--- src/hdl/ccrc_pkg.sv ---
// Shared types and constants for the changed-cell run coalescer.
// Holds the cell and run word layouts and the configuration register map.
// No dependencies.
`timescale 1ns / 1ps

package ccrc_pkg;

	localparam int CoordW   = 12;
	localparam int EndW     = 13;
	localparam int ColorW   = 8;
	localparam int GlyphW   = 21;
	localparam int PixW     = 18;
	localparam int SizeW    = 7;
	localparam int CfgIdxW  = 3;
	localparam int CfgDataW = 13;

	// Register reset values
	localparam logic [EndW-1:0]  VIEW_END_RST   = EndW'(4096);
	localparam logic [SizeW-1:0] GLYPH_W_RST    = SizeW'(8);
	localparam logic [SizeW-1:0] GLYPH_H_RST    = SizeW'(16);

	// Configuration register map
	typedef enum logic [CfgIdxW-1:0] {
		CFG_VIEW_ENABLE    = 3'd0,
		CFG_VIEW_START_COL = 3'd1,
		CFG_VIEW_START_ROW = 3'd2,
		CFG_VIEW_END_COL   = 3'd3,
		CFG_VIEW_END_ROW   = 3'd4,
		CFG_OLD_COMPARE    = 3'd5,
		CFG_GLYPH_WIDTH    = 3'd6,
		CFG_GLYPH_HEIGHT   = 3'd7
	} cfg_reg_t;

	// One input cell
	typedef struct packed {
		logic [CoordW-1:0] column;
		logic [CoordW-1:0] row;
		logic [ColorW-1:0] new_color;
		logic [GlyphW-1:0] new_glyph;
		logic [ColorW-1:0] old_color;
		logic [GlyphW-1:0] old_glyph;
		logic              span_end;
	} cell_t;

	// One emitted glyph of a run
	typedef struct packed {
		logic [ColorW-1:0] run_color;
		logic [PixW-1:0]   pixel_x;
		logic [PixW-1:0]   pixel_y;
		logic [GlyphW-1:0] glyph;
		logic              run_last;
	} run_word_t;

endpackage

--- src/hdl/ccrc_out_buf.sv ---
// Two-entry output buffer for emitted run words.
// Decouples the drain read pipeline from output back-pressure; uses ccrc_pkg.
`timescale 1ns / 1ps

module ccrc_out_buf (
	input  logic                clk,
	input  logic                arst_n,
	input  logic                push,
	input  ccrc_pkg::run_word_t push_word,
	output logic [1:0]          level,
	output logic                run_valid,
	input  logic                run_ready,
	output ccrc_pkg::run_word_t run
);
	import ccrc_pkg::*;

	run_word_t  slot_q [2];
	logic [1:0] cnt_q;
	logic       wr_ptr_q;
	logic       rd_ptr_q;
	logic       pop;

	assign run_valid = (cnt_q != 2'd0);
	assign run       = slot_q[rd_ptr_q];
	assign level     = cnt_q;
	assign pop       = run_valid && run_ready;

	// Pointers and fill level
	always_ff @(posedge clk or negedge arst_n) begin
		if (!arst_n) begin
			cnt_q    <= 2'd0;
			wr_ptr_q <= 1'b0;
			rd_ptr_q <= 1'b0;
		end else begin
			if (push) wr_ptr_q <= ~wr_ptr_q;
			if (pop)  rd_ptr_q <= ~rd_ptr_q;
			case ({push, pop})
				2'b10:   cnt_q <= cnt_q + 2'd1;
				2'b01:   cnt_q <= cnt_q - 2'd1;
				default: cnt_q <= cnt_q;
			endcase
		end
	end

	// Word storage
	always_ff @(posedge clk) begin
		if (push) slot_q[wr_ptr_q] <= push_word;
	end

endmodule

--- src/hdl/changed_cell_run_coalescer_core.sv ---
// Changed-cell run coalescer: top level.
// Uses ccrc_pkg and ccrc_out_buf; the run glyph memory lives here.
`timescale 1ns / 1ps

// Cells are taken one per cycle unless input is held off, as below.
// Visible, changed cells of one color are gathered into a run held in one
// bank of a two-bank glyph memory; when a run closes, its bank is handed to
// the drain side, which reads one glyph a cycle (registered memory read)
// into a two-word output buffer while that buffer has room, and the next
// run fills the other bank. A cell that closes a run is held off while the
// previous run is still being read out; a cell that both closes a run and
// ends the span with a fresh run takes one more handover, blocking input
// until the drain side frees. No clearing pass after reset. Output words
// carry color, pixel origin, glyph and a last-glyph marker.
module changed_cell_run_coalescer_core #(
	parameter int RUN_MAX = 32
) (
	input  logic                     clk,
	input  logic                     arst_n,
	input  logic                     cfg_write,
	input  logic [2:0]               cfg_index,
	input  logic [12:0]              cfg_data,
	input  logic                     cell_valid,
	output logic                     cell_ready,
	input  ccrc_pkg::cell_t          cell_word,
	output logic                     run_valid,
	input  logic                     run_ready,
	output ccrc_pkg::run_word_t      run
);
	import ccrc_pkg::*;

	localparam int CntW = $clog2(RUN_MAX + 1);
	localparam int IdxW = (RUN_MAX > 1) ? $clog2(RUN_MAX) : 1;
	localparam logic [CntW-1:0] RunMaxC = CntW'(RUN_MAX);

	typedef struct packed {
		logic [CntW-1:0]   count;
		logic [ColorW-1:0] color;
		logic [PixW-1:0]   px;
		logic [PixW-1:0]   py;
		logic              bank;
	} run_desc_t;

	// Configuration registers
	logic              view_en_q;
	logic [CoordW-1:0] start_col_q;
	logic [CoordW-1:0] start_row_q;
	logic [EndW-1:0]   end_col_q;
	logic [EndW-1:0]   end_row_q;
	logic              cmp_en_q;
	logic [SizeW-1:0]  gw_q;
	logic [SizeW-1:0]  gh_q;

	always_ff @(posedge clk or negedge arst_n) begin
		if (!arst_n) begin
			view_en_q   <= 1'b0;
			start_col_q <= '0;
			start_row_q <= '0;
			end_col_q   <= VIEW_END_RST;
			end_row_q   <= VIEW_END_RST;
			cmp_en_q    <= 1'b0;
			gw_q        <= GLYPH_W_RST;
			gh_q        <= GLYPH_H_RST;
		end else if (cfg_write) begin
			case (cfg_reg_t'(cfg_index))
				CFG_VIEW_ENABLE:    view_en_q   <= cfg_data[0];
				CFG_VIEW_START_COL: start_col_q <= cfg_data[CoordW-1:0];
				CFG_VIEW_START_ROW: start_row_q <= cfg_data[CoordW-1:0];
				CFG_VIEW_END_COL:   end_col_q   <= cfg_data[EndW-1:0];
				CFG_VIEW_END_ROW:   end_row_q   <= cfg_data[EndW-1:0];
				CFG_OLD_COMPARE:    cmp_en_q    <= cfg_data[0];
				CFG_GLYPH_WIDTH:    gw_q        <= cfg_data[SizeW-1:0];
				CFG_GLYPH_HEIGHT:   gh_q        <= cfg_data[SizeW-1:0];
				default:            ;
			endcase
		end
	end

	// Fill side state
	run_desc_t fill_q;
	logic      pend_q;

	// Drain side state
	run_desc_t       drain_q;
	logic            d_busy_q;
	logic [CntW-1:0] d_idx_q;

	// Glyph memory: two banks of one run each
	logic [GlyphW-1:0] mem_q [2][RUN_MAX];

	// Cell classification
	logic              visible;
	logic              changed;
	logic              flush_pre;
	logic              append;
	logic              flush_end;
	logic [CntW-1:0]   cnt_a;
	logic              bank_a;
	logic [CntW-1:0]   cnt_b;
	logic              first;
	logic [PixW-1:0]   dx;
	logic [PixW-1:0]   dy;
	logic [PixW-1:0]   px_new;
	logic [PixW-1:0]   py_new;
	logic              acc;
	logic              hand_pend;
	logic              wr_en;
	run_desc_t         after;
	run_desc_t         after_done;
	run_desc_t         held_done;

	// Drain read scheduling
	logic [1:0]        buf_level;
	logic              valid_s1;
	logic              issue;
	logic              d_last;
	logic [CntW-1:0]   d_next;
	logic [2:0]        occ;
	logic              pop;

	always_comb begin
		visible = !view_en_q ||
			(cell_word.column >= start_col_q && {1'b0, cell_word.column} < end_col_q &&
			 cell_word.row >= start_row_q && {1'b0, cell_word.row} < end_row_q);
		changed = !cmp_en_q || cell_word.new_color != cell_word.old_color ||
			cell_word.new_glyph != cell_word.old_glyph;
		flush_pre = (fill_q.count != '0) &&
			(!visible || !changed || cell_word.new_color != fill_q.color ||
			 fill_q.count >= RunMaxC);
		append = visible && changed;
		cnt_a  = flush_pre ? '0 : fill_q.count;
		bank_a = fill_q.bank ^ flush_pre;
		wr_en  = append && (cnt_a < RunMaxC);
		cnt_b  = wr_en ? CntW'(cnt_a + CntW'(1)) : cnt_a;
		first  = append && (cnt_a == '0);
		flush_end = cell_word.span_end && (cnt_b != '0);

		// Pixel origin of a new run
		dx     = PixW'(cell_word.column) - PixW'(start_col_q);
		dy     = PixW'(cell_word.row) - PixW'(start_row_q);
		px_new = dx * PixW'(gw_q);
		py_new = dy * PixW'(gh_q);

		after.count = cnt_b;
		after.color = first ? cell_word.new_color : fill_q.color;
		after.px    = first ? px_new : fill_q.px;
		after.py    = first ? py_new : fill_q.py;
		after.bank  = bank_a;

		// Fill state once its run is handed over: empty, other bank
		after_done       = after;
		after_done.count = '0;
		after_done.bank  = ~after.bank;
		held_done        = fill_q;
		held_done.count  = '0;
		held_done.bank   = ~fill_q.bank;
	end

	assign cell_ready = !pend_q && (!(flush_pre || flush_end) || !d_busy_q);
	assign acc        = cell_valid && cell_ready;
	assign hand_pend  = pend_q && !d_busy_q;

	// Fill state update and handover to drain side
	always_ff @(posedge clk or negedge arst_n) begin
		if (!arst_n) begin
			fill_q   <= '0;
			pend_q   <= 1'b0;
			drain_q  <= '0;
			d_busy_q <= 1'b0;
			d_idx_q  <= '0;
		end else begin
			if (acc) begin
				pend_q <= flush_pre && flush_end;
				if (flush_pre) begin
					fill_q   <= after;
					drain_q  <= fill_q;
					d_busy_q <= 1'b1;
					d_idx_q  <= '0;
				end else if (flush_end) begin
					fill_q   <= after_done;
					drain_q  <= after;
					d_busy_q <= 1'b1;
					d_idx_q  <= '0;
				end else begin
					fill_q <= after;
				end
			end else if (hand_pend) begin
				fill_q   <= held_done;
				drain_q  <= fill_q;
				d_busy_q <= 1'b1;
				d_idx_q  <= '0;
				pend_q   <= 1'b0;
			end

			if (issue) begin
				d_idx_q <= d_next;
				if (d_last) d_busy_q <= 1'b0;
			end
		end
	end

	// Drain read scheduling against output buffer space
	assign pop    = run_valid && run_ready;
	assign occ    = {1'b0, buf_level} + {2'b00, valid_s1};
	assign issue  = d_busy_q && (occ <= (3'd1 + {2'b00, pop}));
	assign d_next = CntW'(d_idx_q + CntW'(1));
	assign d_last = (d_next == drain_q.count);

	// Memory write and read ports
	logic [GlyphW-1:0] glyph_s1;
	logic [ColorW-1:0] color_s1;
	logic [PixW-1:0]   px_s1;
	logic [PixW-1:0]   py_s1;
	logic              last_s1;

	always_ff @(posedge clk) begin
		if (acc && wr_en) mem_q[bank_a][cnt_a[IdxW-1:0]] <= cell_word.new_glyph;
		if (issue) begin
			glyph_s1 <= mem_q[drain_q.bank][d_idx_q[IdxW-1:0]];
			color_s1 <= drain_q.color;
			px_s1    <= drain_q.px;
			py_s1    <= drain_q.py;
			last_s1  <= d_last;
		end
	end

	always_ff @(posedge clk or negedge arst_n) begin
		if (!arst_n) begin
			valid_s1 <= 1'b0;
		end else begin
			valid_s1 <= issue;
		end
	end

	// Output buffer
	run_word_t push_word;

	always_comb begin
		push_word.run_color = color_s1;
		push_word.pixel_x   = px_s1;
		push_word.pixel_y   = py_s1;
		push_word.glyph     = glyph_s1;
		push_word.run_last  = last_s1;
	end

	ccrc_out_buf u_out_buf (
		.clk       (clk),
		.arst_n    (arst_n),
		.push      (valid_s1),
		.push_word (push_word),
		.level     (buf_level),
		.run_valid (run_valid),
		.run_ready (run_ready),
		.run       (run)
	);

endmodule

--- config.mk ---
export PLATFORM = sky130hd
export DESIGN_NAME = changed_cell_run_coalescer_core
export DESIGN_NICKNAME = d
export VERILOG_FILES = /design/src/hdl/ccrc_pkg.sv /design/src/hdl/ccrc_out_buf.sv /design/src/hdl/changed_cell_run_coalescer_core.sv
export SDC_FILE = /design/constraint.sdc
export NUM_CORES = 2
export LEC_CHECK = 0
export ABC_AREA = 1
export BUFFER_PORTS_ARGS = -buffer_cell sky130_fd_sc_hd__buf_2
export CAP_MARGIN = 20
export CORE_MARGIN = 1
export CORE_UTILIZATION = 30
export CTS_BUF_LIST = sky130_fd_sc_hd__clkbuf_2
export CTS_CLUSTER_SIZE = 14
export DETAILED_ROUTE_END_ITERATION = 7
export PLACE_DENSITY = 0.53
export RECOVER_POWER = 25
export SETUP_SLACK_MARGIN = 0.1
export SLEW_MARGIN = 20
export SYNTH_ARGS = -nofsm -noshare
export SYNTH_HDL_FRONTEND = slang
export SYNTH_SLANG_ARGS = --single-unit
--- constraint.sdc ---
create_clock -name clk -period 6.8 [get_ports clk]
set_input_delay 1.7 -clock clk [delete_from_list [all_inputs] [get_ports clk]]
set_output_delay 1.7 -clock clk [all_outputs]
set_load 0.05 [all_outputs]
==> results.ini <==
[logic_synthesis]
yosysUniqueCellTypes = 56
synth_edf_count = 1542
synth.yosys.warnings = 0
yosysTopAreaCell = edfxtp_1
synth_commonest_cells = 1542 x edfxtp_1, 1235 x nand2_1, 864 x nor2_1
synth.yosys.seq_area_share_pct = 66.21
ys_dominant_reg_cell = edfxtp_1
yosys-top-cells-area = edfxtp_1 60%, nand2_1 6.0%, dfrtp_1 5.8%, o21ai_0 5.1%, nor2_1 4.2%
syn_area_per_cell_um2 = 11.44
synthCells = 6714
synth_area_mm2 = 0.07679
synth_top_area_share_pct = 60.30
yosysMostFrequentCell = edfxtp_1
async_flop_share_pct = 10.50
ys_seq_elements = 1723
syn-num-nets = 7072

[placed_design]
gp_congestion = 0.8359
placed_area_mm2 = 0.08472
portBuffers = 171
place_hpwl_mm = 149.8

[cells_and_area]
final_cell_area_mm2 = 0.08892
fill_cells = 25240
final_core_util_pct = 34.95
regArea_mm2 = 0.05085
drive_gt1_share_pct = 18.09
syn2layout_area_growth_pct = 15.80
layout.nets = 7701
multi_input_area_mm2 = 0.02357

[min_path]
hp-class = in2reg

[detailed_routing]
m1WireLength_mm = 108.5
drtPass1Iterations = 5
avgViaCountPerCell = 5.001
final_antenna_net_count = 0
wl_met3_mm = 19.31
drtIter0Drc = 5398
drc = 0
drt_wl_total_mm = 245.0
route.met2.wl_mm = 110.8
vias = 55130
topRoutingLayerUsed = met5
post_drt_wl_per_cell_um = 22.23

[die]
rows = 185
die_x_um = 507.9
coreArea_mm2 = 0.2544
die_h_um = 507.9
die_area_mm2 = 0.2580
start_util_pct = 30.19
boundaryPins = 172

[timing]
rsz0062_at_grt = true
min_period_ps = 6659
tightest_slew_ps = 3564
setup_viol = 0
fmaxAchievable_mhz = 150.2
hold_slack_ps = 248.5
tns_ps = 0
relSlewSlack_pct = -137.6
finalCritPeriodShare_pct = 97.93
maxSlewViolCount = 559
fin_skew_ps = 288.7
final-hold-violation-count = 0

[flow_run]
drv_cap = 12

[global_route]
grt_pass1_wl_mm = 358.2
track_usage_pct = 18.73
globalRouteOverflowTotal = 0
antenna_found_initial = 29
grt_max_degree = 200
grt_pass1_vias = 53400

[power_and_ir_drop]
p_int_mw = 23.71
leakagePower_nw = 33.76
finalPower_mw = 43.30
comb_power_share_pct = 52.7
seqPwrFrac_pct = 31.4
pwr_density_cell_mw_per_mm2 = 487.0
swShare_pct = 45.25
p_clk_share_pct = 15.8
power.net_switching_mw = 19.59
vdd_drop_max_mv = 0.5932

[critical_path]
critPathArrivalTime_ps = 4960
critPathRequiredTime_ps = 5100
critical_path_buf_inv_count = 6
setup.worst_path.start_class = input pin
path_delay_family = buffers and inverters
slowest_delay_ps = 730
critPathKind = in2out
end_kind = primary output
path_max_fanout = 3
slowest_stage = clkbuf_1
timing.critical_path.cells = clkbuf_1, inv_1, nand2_1, nand4_1, nor2_1, nand2_1, nor2_1, nand4_1, buf_4, nand3_4, inv_1, nand2_1, inv_1, ha_1, or2_4, nand3_4, o21bai_4, nand3_2, nand2_4, buf_8

[status]
violations = capacitance limit, slew limit
status = finished with violations

[clock_tree]
clock_latency_ps = 1950
cts_tree = yes
ctsHtreeMaxLevel = 5
cts.sinks = 1723
cts_root_buf = clkbuf_2
cts_made_buffers = 448
clockBufferDepth = 4
cts.clk_slew.worst_paths_ps = 70

[power groups by stage]
stage | Clock [mW] | Combinational (mW) | Sequential [mW]
after global placement | 0 | 22.6 | 13.8
after global routing | 7.58 | 25.5 | 13.7
after detailed placement | 0 | 22.8 | 13.8
after CTS | 7.07 | 23.0 | 13.6
after floorplan | 0 | 14.4 | 13.6
final | 6.85 | 22.8 | 13.6
[worst register-to-register path, delay by kind of cell, from the launching register on]
family,cells,cell delay [ps]
flip-flops,1,410
XOR/XNOR,1,300
adder cells (fa/ha/maj),7,2780
buffers and inverters,5,390
AO/OA/AOI/OAI,5,760
AND/OR/NAND/NOR,17,1120
[layer usage]
layer | up-vias | GRT usage [%]
met1 | 27480 | 26.43
li1 | 25160 | -
met5 | - | 0
met2 | 2152 | 28.91
met3 | 315 | 3.582
met4 | 22 | 6.009
[through the flow]
step / setup WS, ps / cells
2_1_floorplan: -70.17 / 6714
3_3_place_gp: -659.8 / 10240
3_5_place_dp: -566.0 / 10240
4_1_cts: 1.512 / 11010
5_1_grt: -108.5 / 11020
6_report: 140.7 / 11020
[state kept, by name, indices dropped and copies added (netlist names), 2 cells and up]
signal and cells:
glyph_s1 21, gh_q 7, d_idx_q 6, drain_q 51, end_col_q 13, px_s1 18
gw_q 7, u_out_buf.level 2, end_row_q 13, u_out_buf.slot_q 132, color_s1 8, fill_q 51
mem_q 1344, py_s1 18, start_col_q 12, start_row_q 12
[path summary, 6_finish.rpt]
| check | endpoint | slack (ps) | cells past startpoint | startpoint |
|---|---|---|---|---|
| hold reg to reg | u_out_buf.slot_q[1][42] | 390 | 0 | px_s1[2] |
| setup / recovery | cell_ready | 140 | 20 | cell_word[41] |
| setup reg to reg | drain_q[36] | 880 | 35 | start_col_q[0] |
| min in group asynchronous | end_row_q[0] | 1460 | 2 | arst_n |
| hold / removal | gh_q[5] | 250 | 3 | cfg_data[5] |
| max in group asynchronous | d_idx_q[1] | 3220 | 3 | arst_n |
[timing repair]
action,CTS,global route
endpoints found under the setup margin,1,1
hold buffers,8,0
pin swaps,27,7
buffers inserted,14,1
resized for setup,65,8
endpoints found under the hold margin,61,0
[cell usage in the layout (no fill, tap or decap), types with 49 or more instances in the layout]
cell type and count:
buf_12 83, buf_2 145, buf_4 270, clkbuf_1 49, clkbuf_2 639, clkinv_1 97, dfrtp_1 172, edfxtp_1 1542
fa_1 125, ha_1 99, inv_1 418, nand2_1 1222, nand3_1 241, nand4_1 95, nor2_1 844, o21ai_0 773
o221ai_1 138, o22ai_1 203
[cells by family after synthesis]
| family | after synthesis | synth area share, % |
|---|---|---|
| AOI/OAI and AO/OA | 1278 | 9.589 |
| xor gates and xnor gates | 72 | 0.8212 |
| adders and majority gates | 254 | 5.380 |
| buffers and inverters | 835 | 4.324 |
| DFF | 1723 | 66.21 |
| and+or+nand+nor | 2552 | 13.68 |
[layout make-up]
type                       count  area share, %
sequential                  1723          57.19
clock inverter               114         0.6346
antenna                       11        0.03096
multi-input combinational   4156          26.51
clock buffer                 639          3.597
timing repair buffer         562          5.350
inverter                     452          1.953
tap                         3366          4.736
(Power assumes the default switching activity.)
